### config.mk
export PLATFORM = sky130hd
export DESIGN_NAME = velocity_pid_torque_brake
export DESIGN_NICKNAME = d
export VERILOG_FILES = /design/src/design/vpt_pkg.sv /design/src/design/vpt_csr.sv /design/src/design/vpt_pid.sv /design/src/design/velocity_pid_torque_brake.sv
export SDC_FILE = /design/constraint.sdc
export NUM_CORES = 2
export LEC_CHECK = 0
export BUFFER_PORTS_ARGS = -buffer_cell sky130_fd_sc_hd__clkbuf_2
export CORE_ASPECT_RATIO = 0.75
export CORE_UTILIZATION = 38
export CTS_CLUSTER_DIAMETER = 30
export DETAILED_ROUTE_END_ITERATION = 16
export HOLD_SLACK_MARGIN = 0.05
export SYNTH_ARGS = -nofsm -noshare
export SYNTH_HDL_FRONTEND = slang
export SYNTH_HIERARCHICAL = 1
export SYNTH_SLANG_ARGS = --single-unit
### constraint.sdc
create_clock -name clock -period 55.8 [get_ports clock]
set_clock_uncertainty 0.05 [all_clocks]
set_input_delay 0 -clock clock [delete_from_list [all_inputs] [get_ports clock]]
set_output_delay 0 -clock clock [all_outputs]
set_load 0.05 [all_outputs]
### src/design/vpt_pkg.sv
// Shared widths, constants, register codes and types of the velocity PID block.
package vpt_pkg;

   // Field widths
   localparam int SPEED_W    = 16;
   localparam int ERR_W      = 17;
   localparam int GAIN_W     = 16;
   localparam int MAX_W      = 15;
   localparam int CSR_IDX_W  = 3;
   localparam int CSR_DATA_W = 16;

   // Fixed outputs and thresholds
   localparam logic signed [SPEED_W-1:0] IDLE_OUT           = -16'sd12800;
   localparam logic signed [ERR_W-1:0]   BRAKE_ENTER_MARGIN = 17'sd25;

   // Lower clamps of the two loops
   localparam logic [MAX_W-1:0] TORQUE_FLOOR = 15'd0;
   localparam logic [MAX_W-1:0] BRAKE_FLOOR  = 15'd0;

   // Register reset values
   localparam logic [GAIN_W-1:0] KP_RESET  = 16'd1024;
   localparam logic [GAIN_W-1:0] KI_RESET  = 16'd0;
   localparam logic [GAIN_W-1:0] KD_RESET  = 16'd0;
   localparam logic [MAX_W-1:0]  MAX_RESET = 15'd20480;

   // Register indexes
   typedef enum logic [CSR_IDX_W-1:0] {
      REG_TORQUE_KP    = 3'd0,
      REG_TORQUE_KI    = 3'd1,
      REG_TORQUE_KD    = 3'd2,
      REG_TORQUE_LIMIT = 3'd3,
      REG_BRAKE_KP     = 3'd4,
      REG_BRAKE_KI     = 3'd5,
      REG_BRAKE_KD     = 3'd6,
      REG_BRAKE_LIMIT  = 3'd7
   } csr_idx_type;

   // Gains and clamps as seen by the datapath
   typedef struct packed {
      logic [GAIN_W-1:0] torque_kp;
      logic [GAIN_W-1:0] torque_ki;
      logic [GAIN_W-1:0] torque_kd;
      logic [MAX_W-1:0]  torque_limit;
      logic [GAIN_W-1:0] brake_kp;
      logic [GAIN_W-1:0] brake_ki;
      logic [GAIN_W-1:0] brake_kd;
      logic [MAX_W-1:0]  brake_limit;
   } cfg_type;

endpackage

### src/design/vpt_csr.sv
// Configuration register file: gains and output clamps of both loops.
module vpt_csr
   import vpt_pkg::*;
(
   input  logic                  clock,
   input  logic                  reset,
   input  logic                  csr_valid,
   output logic                  csr_ready,
   input  logic [CSR_IDX_W-1:0]  csr_index,
   input  logic [CSR_DATA_W-1:0] csr_data,
   output cfg_type               cfg_o
);

   cfg_type cfg_ff;
   cfg_type cfg_in;

   // Writes are always taken
   assign csr_ready = 1'b1;
   assign cfg_o     = cfg_ff;

   // Decode the written register
   always_comb begin
      cfg_in = cfg_ff;
      if (csr_valid) begin
         unique case (csr_idx_type'(csr_index))
            REG_TORQUE_KP:    cfg_in.torque_kp    = csr_data[GAIN_W-1:0];
            REG_TORQUE_KI:    cfg_in.torque_ki    = csr_data[GAIN_W-1:0];
            REG_TORQUE_KD:    cfg_in.torque_kd    = csr_data[GAIN_W-1:0];
            REG_TORQUE_LIMIT: cfg_in.torque_limit = csr_data[MAX_W-1:0];
            REG_BRAKE_KP:     cfg_in.brake_kp     = csr_data[GAIN_W-1:0];
            REG_BRAKE_KI:     cfg_in.brake_ki     = csr_data[GAIN_W-1:0];
            REG_BRAKE_KD:     cfg_in.brake_kd     = csr_data[GAIN_W-1:0];
            REG_BRAKE_LIMIT:  cfg_in.brake_limit  = csr_data[MAX_W-1:0];
         endcase
      end
   end

   always_ff @(posedge clock) begin
      if (reset) begin
         cfg_ff.torque_kp    <= KP_RESET;
         cfg_ff.torque_ki    <= KI_RESET;
         cfg_ff.torque_kd    <= KD_RESET;
         cfg_ff.torque_limit <= MAX_RESET;
         cfg_ff.brake_kp     <= KP_RESET;
         cfg_ff.brake_ki     <= KI_RESET;
         cfg_ff.brake_kd     <= KD_RESET;
         cfg_ff.brake_limit  <= MAX_RESET;
      end else begin
         cfg_ff <= cfg_in;
      end
   end

endmodule

### src/design/vpt_pid.sv
// Incremental PID datapath with mode selection and shared loop history.
module vpt_pid
   import vpt_pkg::*;
(
   input  logic                      clock,
   input  logic                      reset,
   input  logic                      step_i,
   input  logic signed [SPEED_W-1:0] target_i,
   input  logic signed [SPEED_W-1:0] measured_i,
   input  cfg_type                   cfg_i,
   output logic signed [SPEED_W-1:0] drive_o,
   output logic                      braking_o
);

   localparam int D1_W  = ERR_W + 1;
   localparam int D2_W  = ERR_W + 2;
   localparam int ACC_W = GAIN_W + 1 + D2_W + 2;
   localparam int SCL_W = ACC_W - 8;
   localparam int SUM_W = SCL_W + 1;

   // Only the loop that ran last can hold non-zero history, so one set is kept
   // with an owner bit; the other loop sees zeros.
   logic                      brake_mode_ff, brake_mode_in;
   logic                      owner_ff, owner_in;
   logic signed [SPEED_W-1:0] prev_out_ff, prev_out_in;
   logic signed [ERR_W-1:0]   err1_ff, err1_in;
   logic signed [ERR_W-1:0]   err2_ff, err2_in;

   logic                      idle;
   logic                      own;
   logic signed [ERR_W-1:0]   diff_mt;
   logic signed [ERR_W-1:0]   err;
   logic signed [ERR_W-1:0]   e1;
   logic signed [ERR_W-1:0]   e2;
   logic signed [SPEED_W-1:0] po;
   logic signed [D1_W-1:0]    d1;
   logic signed [D2_W-1:0]    d2;
   logic                      kd_en;
   logic [GAIN_W-1:0]         kp, ki, kd;
   logic [MAX_W-1:0]          max_v, floor_v;
   logic signed [GAIN_W:0]    kp_s, ki_s, kd_s;
   logic signed [GAIN_W+D1_W:0]  p_kp;
   logic signed [GAIN_W+ERR_W:0] p_ki;
   logic signed [GAIN_W+D2_W:0]  p_kd;
   logic signed [ACC_W-1:0]   acc;
   logic signed [SCL_W-1:0]   scaled;
   logic signed [SUM_W-1:0]   sum;
   logic signed [SUM_W-1:0]   max_s, floor_s;
   logic signed [SPEED_W-1:0] out_val;

   // Error of the active loop and its history
   always_comb begin
      idle    = target_i[SPEED_W-1] || (target_i == '0);
      diff_mt = ERR_W'(measured_i) - ERR_W'(target_i);
      err     = brake_mode_ff ? diff_mt : -diff_mt;
      own     = (owner_ff == brake_mode_ff);
      e1      = own ? err1_ff : '0;
      e2      = own ? err2_ff : '0;
      po      = own ? prev_out_ff : '0;
      d1      = D1_W'(err) - D1_W'(e1);
      d2      = D2_W'(err) - (D2_W'(e1) <<< 1) + D2_W'(e2);
      kd_en   = (e1 != '0) && (e2 != '0);
   end

   // Gain set of the active loop
   always_comb begin
      kp      = brake_mode_ff ? cfg_i.brake_kp    : cfg_i.torque_kp;
      ki      = brake_mode_ff ? cfg_i.brake_ki    : cfg_i.torque_ki;
      kd      = brake_mode_ff ? cfg_i.brake_kd    : cfg_i.torque_kd;
      max_v   = brake_mode_ff ? cfg_i.brake_limit : cfg_i.torque_limit;
      floor_v = brake_mode_ff ? BRAKE_FLOOR       : TORQUE_FLOOR;
      kp_s    = $signed({1'b0, kp});
      ki_s    = $signed({1'b0, ki});
      kd_s    = $signed({1'b0, kd});
   end

   // Three products, Q16.16 sum, floor back to Q8.8, add and clamp
   always_comb begin
      p_kp    = kp_s * d1;
      p_ki    = ki_s * err;
      p_kd    = kd_s * d2;
      acc     = ACC_W'(p_kp) + ACC_W'(p_ki) + (kd_en ? ACC_W'(p_kd) : ACC_W'(0));
      scaled  = acc[ACC_W-1:8];
      sum     = SUM_W'(scaled) + SUM_W'(po);
      max_s   = $signed(SUM_W'(max_v));
      floor_s = $signed(SUM_W'(floor_v));
      priority if (sum > max_s) begin
         out_val = SPEED_W'(max_s);
      end else if (sum < floor_s) begin
         out_val = SPEED_W'(floor_s);
      end else begin
         out_val = SPEED_W'(sum);
      end
   end

   // Result of this beat
   always_comb begin
      if (idle) begin
         drive_o   = IDLE_OUT;
         braking_o = 1'b0;
      end else if (brake_mode_ff) begin
         drive_o   = -out_val;
         braking_o = 1'b1;
      end else begin
         drive_o   = out_val;
         braking_o = 1'b0;
      end
   end

   // Next mode and history
   always_comb begin
      brake_mode_in = brake_mode_ff;
      owner_in      = owner_ff;
      prev_out_in   = prev_out_ff;
      err1_in       = err1_ff;
      err2_in       = err2_ff;
      if (step_i) begin
         if (idle) begin
            prev_out_in = '0;
            err1_in     = '0;
            err2_in     = '0;
         end else begin
            owner_in    = brake_mode_ff;
            prev_out_in = out_val;
            err1_in     = err;
            err2_in     = e1;
            if (brake_mode_ff) begin
               brake_mode_in = !diff_mt[ERR_W-1];
            end else begin
               brake_mode_in = (diff_mt > BRAKE_ENTER_MARGIN);
            end
         end
      end
   end

   always_ff @(posedge clock) begin
      if (reset) begin
         brake_mode_ff <= 1'b1;
         owner_ff      <= 1'b0;
         prev_out_ff   <= '0;
         err1_ff       <= '0;
         err2_ff       <= '0;
      end else begin
         brake_mode_ff <= brake_mode_in;
         owner_ff      <= owner_in;
         prev_out_ff   <= prev_out_in;
         err1_ff       <= err1_in;
         err2_ff       <= err2_in;
      end
   end

   // An idle target wipes the history and keeps the mode
   a_idle_clears: assert property (@(posedge clock) disable iff (reset)
      step_i && idle |=> (prev_out_ff == '0) && (err1_ff == '0) && (err2_ff == '0)
         && (brake_mode_ff == $past(brake_mode_ff)))
      else $error("idle beat did not clear history");

   // History belongs to the loop that just ran
   a_owner: assert property (@(posedge clock) disable iff (reset)
      step_i && !idle |=> owner_ff == $past(brake_mode_ff))
      else $error("history owner not updated");

   // Torque output is never negative
   a_torque_sign: assert property (@(posedge clock) disable iff (reset)
      step_i && !idle && !brake_mode_ff |-> !drive_o[SPEED_W-1])
      else $error("negative torque output");

   // Brake output is never positive
   a_brake_sign: assert property (@(posedge clock) disable iff (reset)
      step_i && !idle && brake_mode_ff |-> drive_o[SPEED_W-1] || (drive_o == '0))
      else $error("positive brake output");

endmodule

### src/design/velocity_pid_torque_brake.sv
// Top level of the velocity controller with torque and brake PID loops.
//
// Each request beat carries a target and a measured speed (signed Q8.8) and
// produces exactly one response beat: a drive value (Q8.8) and a braking flag.
// Positive drive is torque, negative drive is the negated brake output, and a
// target of zero or below gives -50.0 and wipes both loops' history.
// The csr_ channel writes gains and clamps; write it only while no beat is
// in flight. csr_ready is always high.
// The accepting edge loads the input register; the PID result is then loaded
// into the response register when the beat advances, which a stalled receiver
// can hold off. One beat is taken every cycle while the receiver does not
// stall, since the loop history is updated in the same cycle that a beat
// leaves the input register.
// A stalled receiver holds the response register; one more beat may wait in
// the input register, after which req_ready drops until rsp_ready returns.
// Reset restores the register defaults, selects brake mode and clears the
// history of both loops.
module velocity_pid_torque_brake
   import vpt_pkg::*;
(
   input  logic                      clock,
   input  logic                      reset,
   // request channel
   input  logic                      req_valid,
   output logic                      req_ready,
   input  logic signed [SPEED_W-1:0] req_target_speed,
   input  logic signed [SPEED_W-1:0] req_measured_speed,
   // response channel
   output logic                      rsp_valid,
   input  logic                      rsp_ready,
   output logic signed [SPEED_W-1:0] rsp_drive_value,
   output logic                      rsp_braking,
   // configuration channel
   input  logic                      csr_valid,
   output logic                      csr_ready,
   input  logic [CSR_IDX_W-1:0]      csr_index,
   input  logic [CSR_DATA_W-1:0]     csr_data
);

   cfg_type                   cfg;
   logic                      s1_valid_ff, s1_valid_in;
   logic signed [SPEED_W-1:0] s1_target_ff;
   logic signed [SPEED_W-1:0] s1_meas_ff;
   logic                      rsp_valid_ff, rsp_valid_in;
   logic signed [SPEED_W-1:0] rsp_drive_ff;
   logic                      rsp_braking_ff;
   logic                      advance;
   logic                      req_take;
   logic signed [SPEED_W-1:0] pid_drive;
   logic                      pid_braking;

   vpt_csr u_csr (
      .clock     (clock),
      .reset     (reset),
      .csr_valid (csr_valid),
      .csr_ready (csr_ready),
      .csr_index (csr_index),
      .csr_data  (csr_data),
      .cfg_o     (cfg)
   );

   vpt_pid u_pid (
      .clock      (clock),
      .reset      (reset),
      .step_i     (advance),
      .target_i   (s1_target_ff),
      .measured_i (s1_meas_ff),
      .cfg_i      (cfg),
      .drive_o    (pid_drive),
      .braking_o  (pid_braking)
   );

   // Stage handshakes
   always_comb begin
      advance      = s1_valid_ff && (!rsp_valid_ff || rsp_ready);
      req_ready    = !s1_valid_ff || advance;
      req_take     = req_valid && req_ready;
      s1_valid_in  = req_take || (s1_valid_ff && !advance);
      rsp_valid_in = advance || (rsp_valid_ff && !rsp_ready);
   end

   // Control state
   always_ff @(posedge clock) begin
      if (reset) begin
         s1_valid_ff  <= 1'b0;
         rsp_valid_ff <= 1'b0;
      end else begin
         s1_valid_ff  <= s1_valid_in;
         rsp_valid_ff <= rsp_valid_in;
      end
   end

   // Payload registers
   always_ff @(posedge clock) begin
      if (req_take) begin
         s1_target_ff <= req_target_speed;
         s1_meas_ff   <= req_measured_speed;
      end
      if (advance) begin
         rsp_drive_ff   <= pid_drive;
         rsp_braking_ff <= pid_braking;
      end
   end

   assign rsp_valid       = rsp_valid_ff;
   assign rsp_drive_value = rsp_drive_ff;
   assign rsp_braking     = rsp_braking_ff;

endmodule

==> results.json <==
{
  "grt_pass1_vias": 38766,
  "crit_path_frequent_cell": "fa_1",
  "synth_top_family_by_area": "adder cells",
  "power_density_nw_per_um2": 44.31,
  "worst-setup-path-type": "flip-flop to flip-flop",
  "peakVddDrop_uv": 57.00,
  "gp_congestion": 1.005,
  "tightest_slew_ps": 1433,
  "min_period_over_period_pct": 43.22,
  "synth_nets": 6802,
  "fp.dieW_um": 415.2,
  "vias": 37823,
  "grt_first_pass_wirelength_um": 252900,
  "pin_count": 76,
  "max_cap_viol_count": 0,
  "synthAdderAreaFrac_pct": 48.97,
  "post-route-drc-count": 0,
  "syn_area_per_cell_um2": 8.999,
  "ys_top_cells_by_area": "fa_1 (39%), ha_1 (10%), inv_1 (8.7%)",
  "synth_seq_cells": 229,
  "start_util_pct": 38.37,
  "fin_util_pct": 42.35,
  "synth-xor-area-share_pct": 3.409,
  "yosysTopAreaCell": "fa_1",
  "finalHoldViolCount": 0,
  "drv_slew": 0,
  "critPathBufInv": 9,
  "synthesis.area_um2": 48670,
  "via_per_inst": 5.248,
  "fmax_mhz": 41.47,
  "path_max_fanout": 11,
  "first_iter_violations": 3850,
  "drive_gt1_share_pct": 7.131,
  "regToRegSetupSlack_ps": 31680,
  "finalSetupViolCount": 0,
  "cpPeakStageDelay_ps": 860,
  "crit_path_start": "s1_target_ff[0]",
  "switchingPower_w": 0.001341,
  "critPathRequiredTime_ps": 56080,
  "synth-simple-area-share_pct": 14.94,
  "ant_nets": 0,
  "synth_top_cell_area_share_pct": 38.58,
  "design_area_um2": 53710,
  "reg2reg_from": "s1_target_ff[0]",
  "dr.pass1.iters": 6,
  "post_cts_buffers": 0,
  "placementRows": 113,
  "seqCellArea_um2": 5079,
  "relSlewSlack_pct": 3.764,
  "tns_ps": 0,
  "clock_sinks": 229,
  "antenna_found_initial": 8,
  "leakage_nw": 26.66,
  "postSynth.asyncResetShare_pct": 0,
  "seq_area_frac_synth_pct": 10.43,
  "arrival_ps": 24400,
  "yosysWarnings": 6,
  "crit_family": "adder cells",
  "seq_power_share_pct": 7.6,
  "path_clk_slew_ps": 60,
  "die_y_um": 311.9,
  "cts_tree": "built",
  "grt_overflow": 0,
  "ff2ff_path_depth": 79,
  "r2r_end": "rsp_drive_value[14]",
  "crit_path_end_kind": "flip-flop",
  "drt-total-wl_um": 165400,
  "grt_max_degree": 80,
  "multiInputGateArea_um2": 38750,
  "port_buffers": 74,
  "htree_levels": 2,
  "track_usage_pct": 26.13,
  "crit_slowest_cell": "a311oi_1",
  "hold_class": "input port to flip-flop",
  "cp.depth": 79,
  "syn_inst": 5408,
  "switching_share_pct": 56.36,
  "dpl_cell_area_um2": 51250,
  "finalCriticalPeriod_ps": 24120,
  "n_fill_cell": 12421,
  "synth_top_flop_cell": "dfxtp_1",
  "synth_edf_count": 49,
  "power_frac_comb_pct": 78.3,
  "rsz0062_at_grt": "false",
  "wire_per_inst_um": 22.95,
  "cts_buffers": 51,
  "synth-compound-area-share_pct": 6.872,
  "cts_buffer_depth": 3,
  "core-area_um2": 126800,
  "clock_power_share_pct": 14.1,
  "die_area_um2": 129500,
  "internal_power_w": 0.001039,
  "synthMuxAreaShare_pct": 4.998,
  "num-nets-final": 6890,
  "dpl.hpwl_um": 137300,
  "status": "finished clean",
  "cp-start-kind": "flip-flop",
  "crit_end": "rsp_drive_value[14]",
  "clk_latency_ps": 610,
  "root_buffer": "clkbuf_16",
  "synth_cell_types": 110,
  "area_growth_syn_to_layout_pct": 10.36
}
==> placed cells by master (no fill, tap or decap), drive strengths merged, types with 27 or more instances in the layout <==
master          n
o21ai          83
dlygate4sd3    53
and2           72
o21a           27
clkbuf        134
ha            400
nand2b        185
nand3          52
dfxtp         180
inv          1132
fa            938
or3            27
nand2         599
buf           101
nor3           51
xor2           53
xnor2         133
mux2i         189
edfxtp         49
a21o           38
a21oi         146
nor2          514
mux2           48
==> worst min path at each step <==
| stage | depth (start not counted) | to | start |
|---|---|---|---|
| floorplan | 1 | s1_valid_ff | reset |
| global placement | 1 | s1_target_ff[12] | req_target_speed[12] |
| detailed placement | 1 | s1_target_ff[13] | req_target_speed[13] |
| CTS | 2 | s1_target_ff[10] | req_target_speed[10] |
| global route | 2 | s1_target_ff[10] | req_target_speed[10] |
| finish | 2 | s1_target_ff[10] | req_target_speed[10] |
==> cells by family after synthesis <==
kind of cell | after synthesis
compound gates | 488
xor+xnor | 186
fa+ha+maj | 1343
buf+inv | 1317
flops | 229
mux | 237
other cells | 1
simple gates | 1607
==> synthesized netlist by cell type, drive strengths merged (51+ instances only) <==
cell type and instances:
dfxtp 180, xor2 53, nand3 52, a21oi 146, nor2 514, o21ai 83
xnor2 133, mux2i 189, fa 938, ha 400, nand2b 185, clkbuf 127
inv 1122, nor3 51, and2 72, nand2 599, buf 65
==> power groups by stage <==
stage	clock network [W]	registers [W]	logic (W)
2_1_floorplan	0	0.000190	0.00124
3_3_place_gp	0	0.000185	0.00180
3_5_place_dp	0	0.000185	0.00180
4_1_cts	0.000338	0.000182	0.00182
5_1_grt	0.000348	0.000183	0.00205
6_report	0.000335	0.000182	0.00186
==> state kept, by name, indices dropped and copies added, names as in the netlist <==
register / count
s1_valid_ff: 1
u_csr/cfg_o: 126
s1_meas_ff: 16
u_pid/prev_out_ff: 16
rsp_valid: 1
u_pid/err2_ff: 17
u_pid/err1_ff: 17
u_pid/owner_ff: 1
rsp_drive_value: 16
s1_target_ff: 16
rsp_braking: 1
u_pid/brake_mode_ff: 1
==> through the flow <==
stage,hold slack [ps],instances,setup WS (ps),total power [W]
after global routing,52.81,7206,30590,0.002577
after global placement,128.6,7057,32290,0.001982
after CTS,50.03,7206,32050,0.002343
after detailed placement,128.6,7057,32160,0.001988
final,68.09,7207,31680,0.002380
after floorplan,12.44,5408,35740,0.001435
==> metal layers <==
layer | share of wire, % | track usage (%)
met2 | 38 | 34.37
met4 | 2.5 | 5.766
met3 | 12 | 7.517
met1 | 48 | 41.25
met5 | 0.021 | 0
==> layout make-up <==
type / count / share of cell area [%]
Clock buffer: 61 / 2.619
Multi-Input combinational cell: 3862 / 72.15
Timing Repair Buffer: 227 / 3.080
Clock inverter: 35 / 0.9458
Antenna cell: 1 / 0.004659
Inverter: 1125 / 7.863
Tap cell: 1667 / 3.884
Sequential cell: 229 / 9.456
==> timing repair <==
item / in CTS / in global routing
resized for setup: 0 / 0
hold endpoints to repair: 117 / 0
hold buffers: 53 / 0
Power figures use the tool's default switching activity.
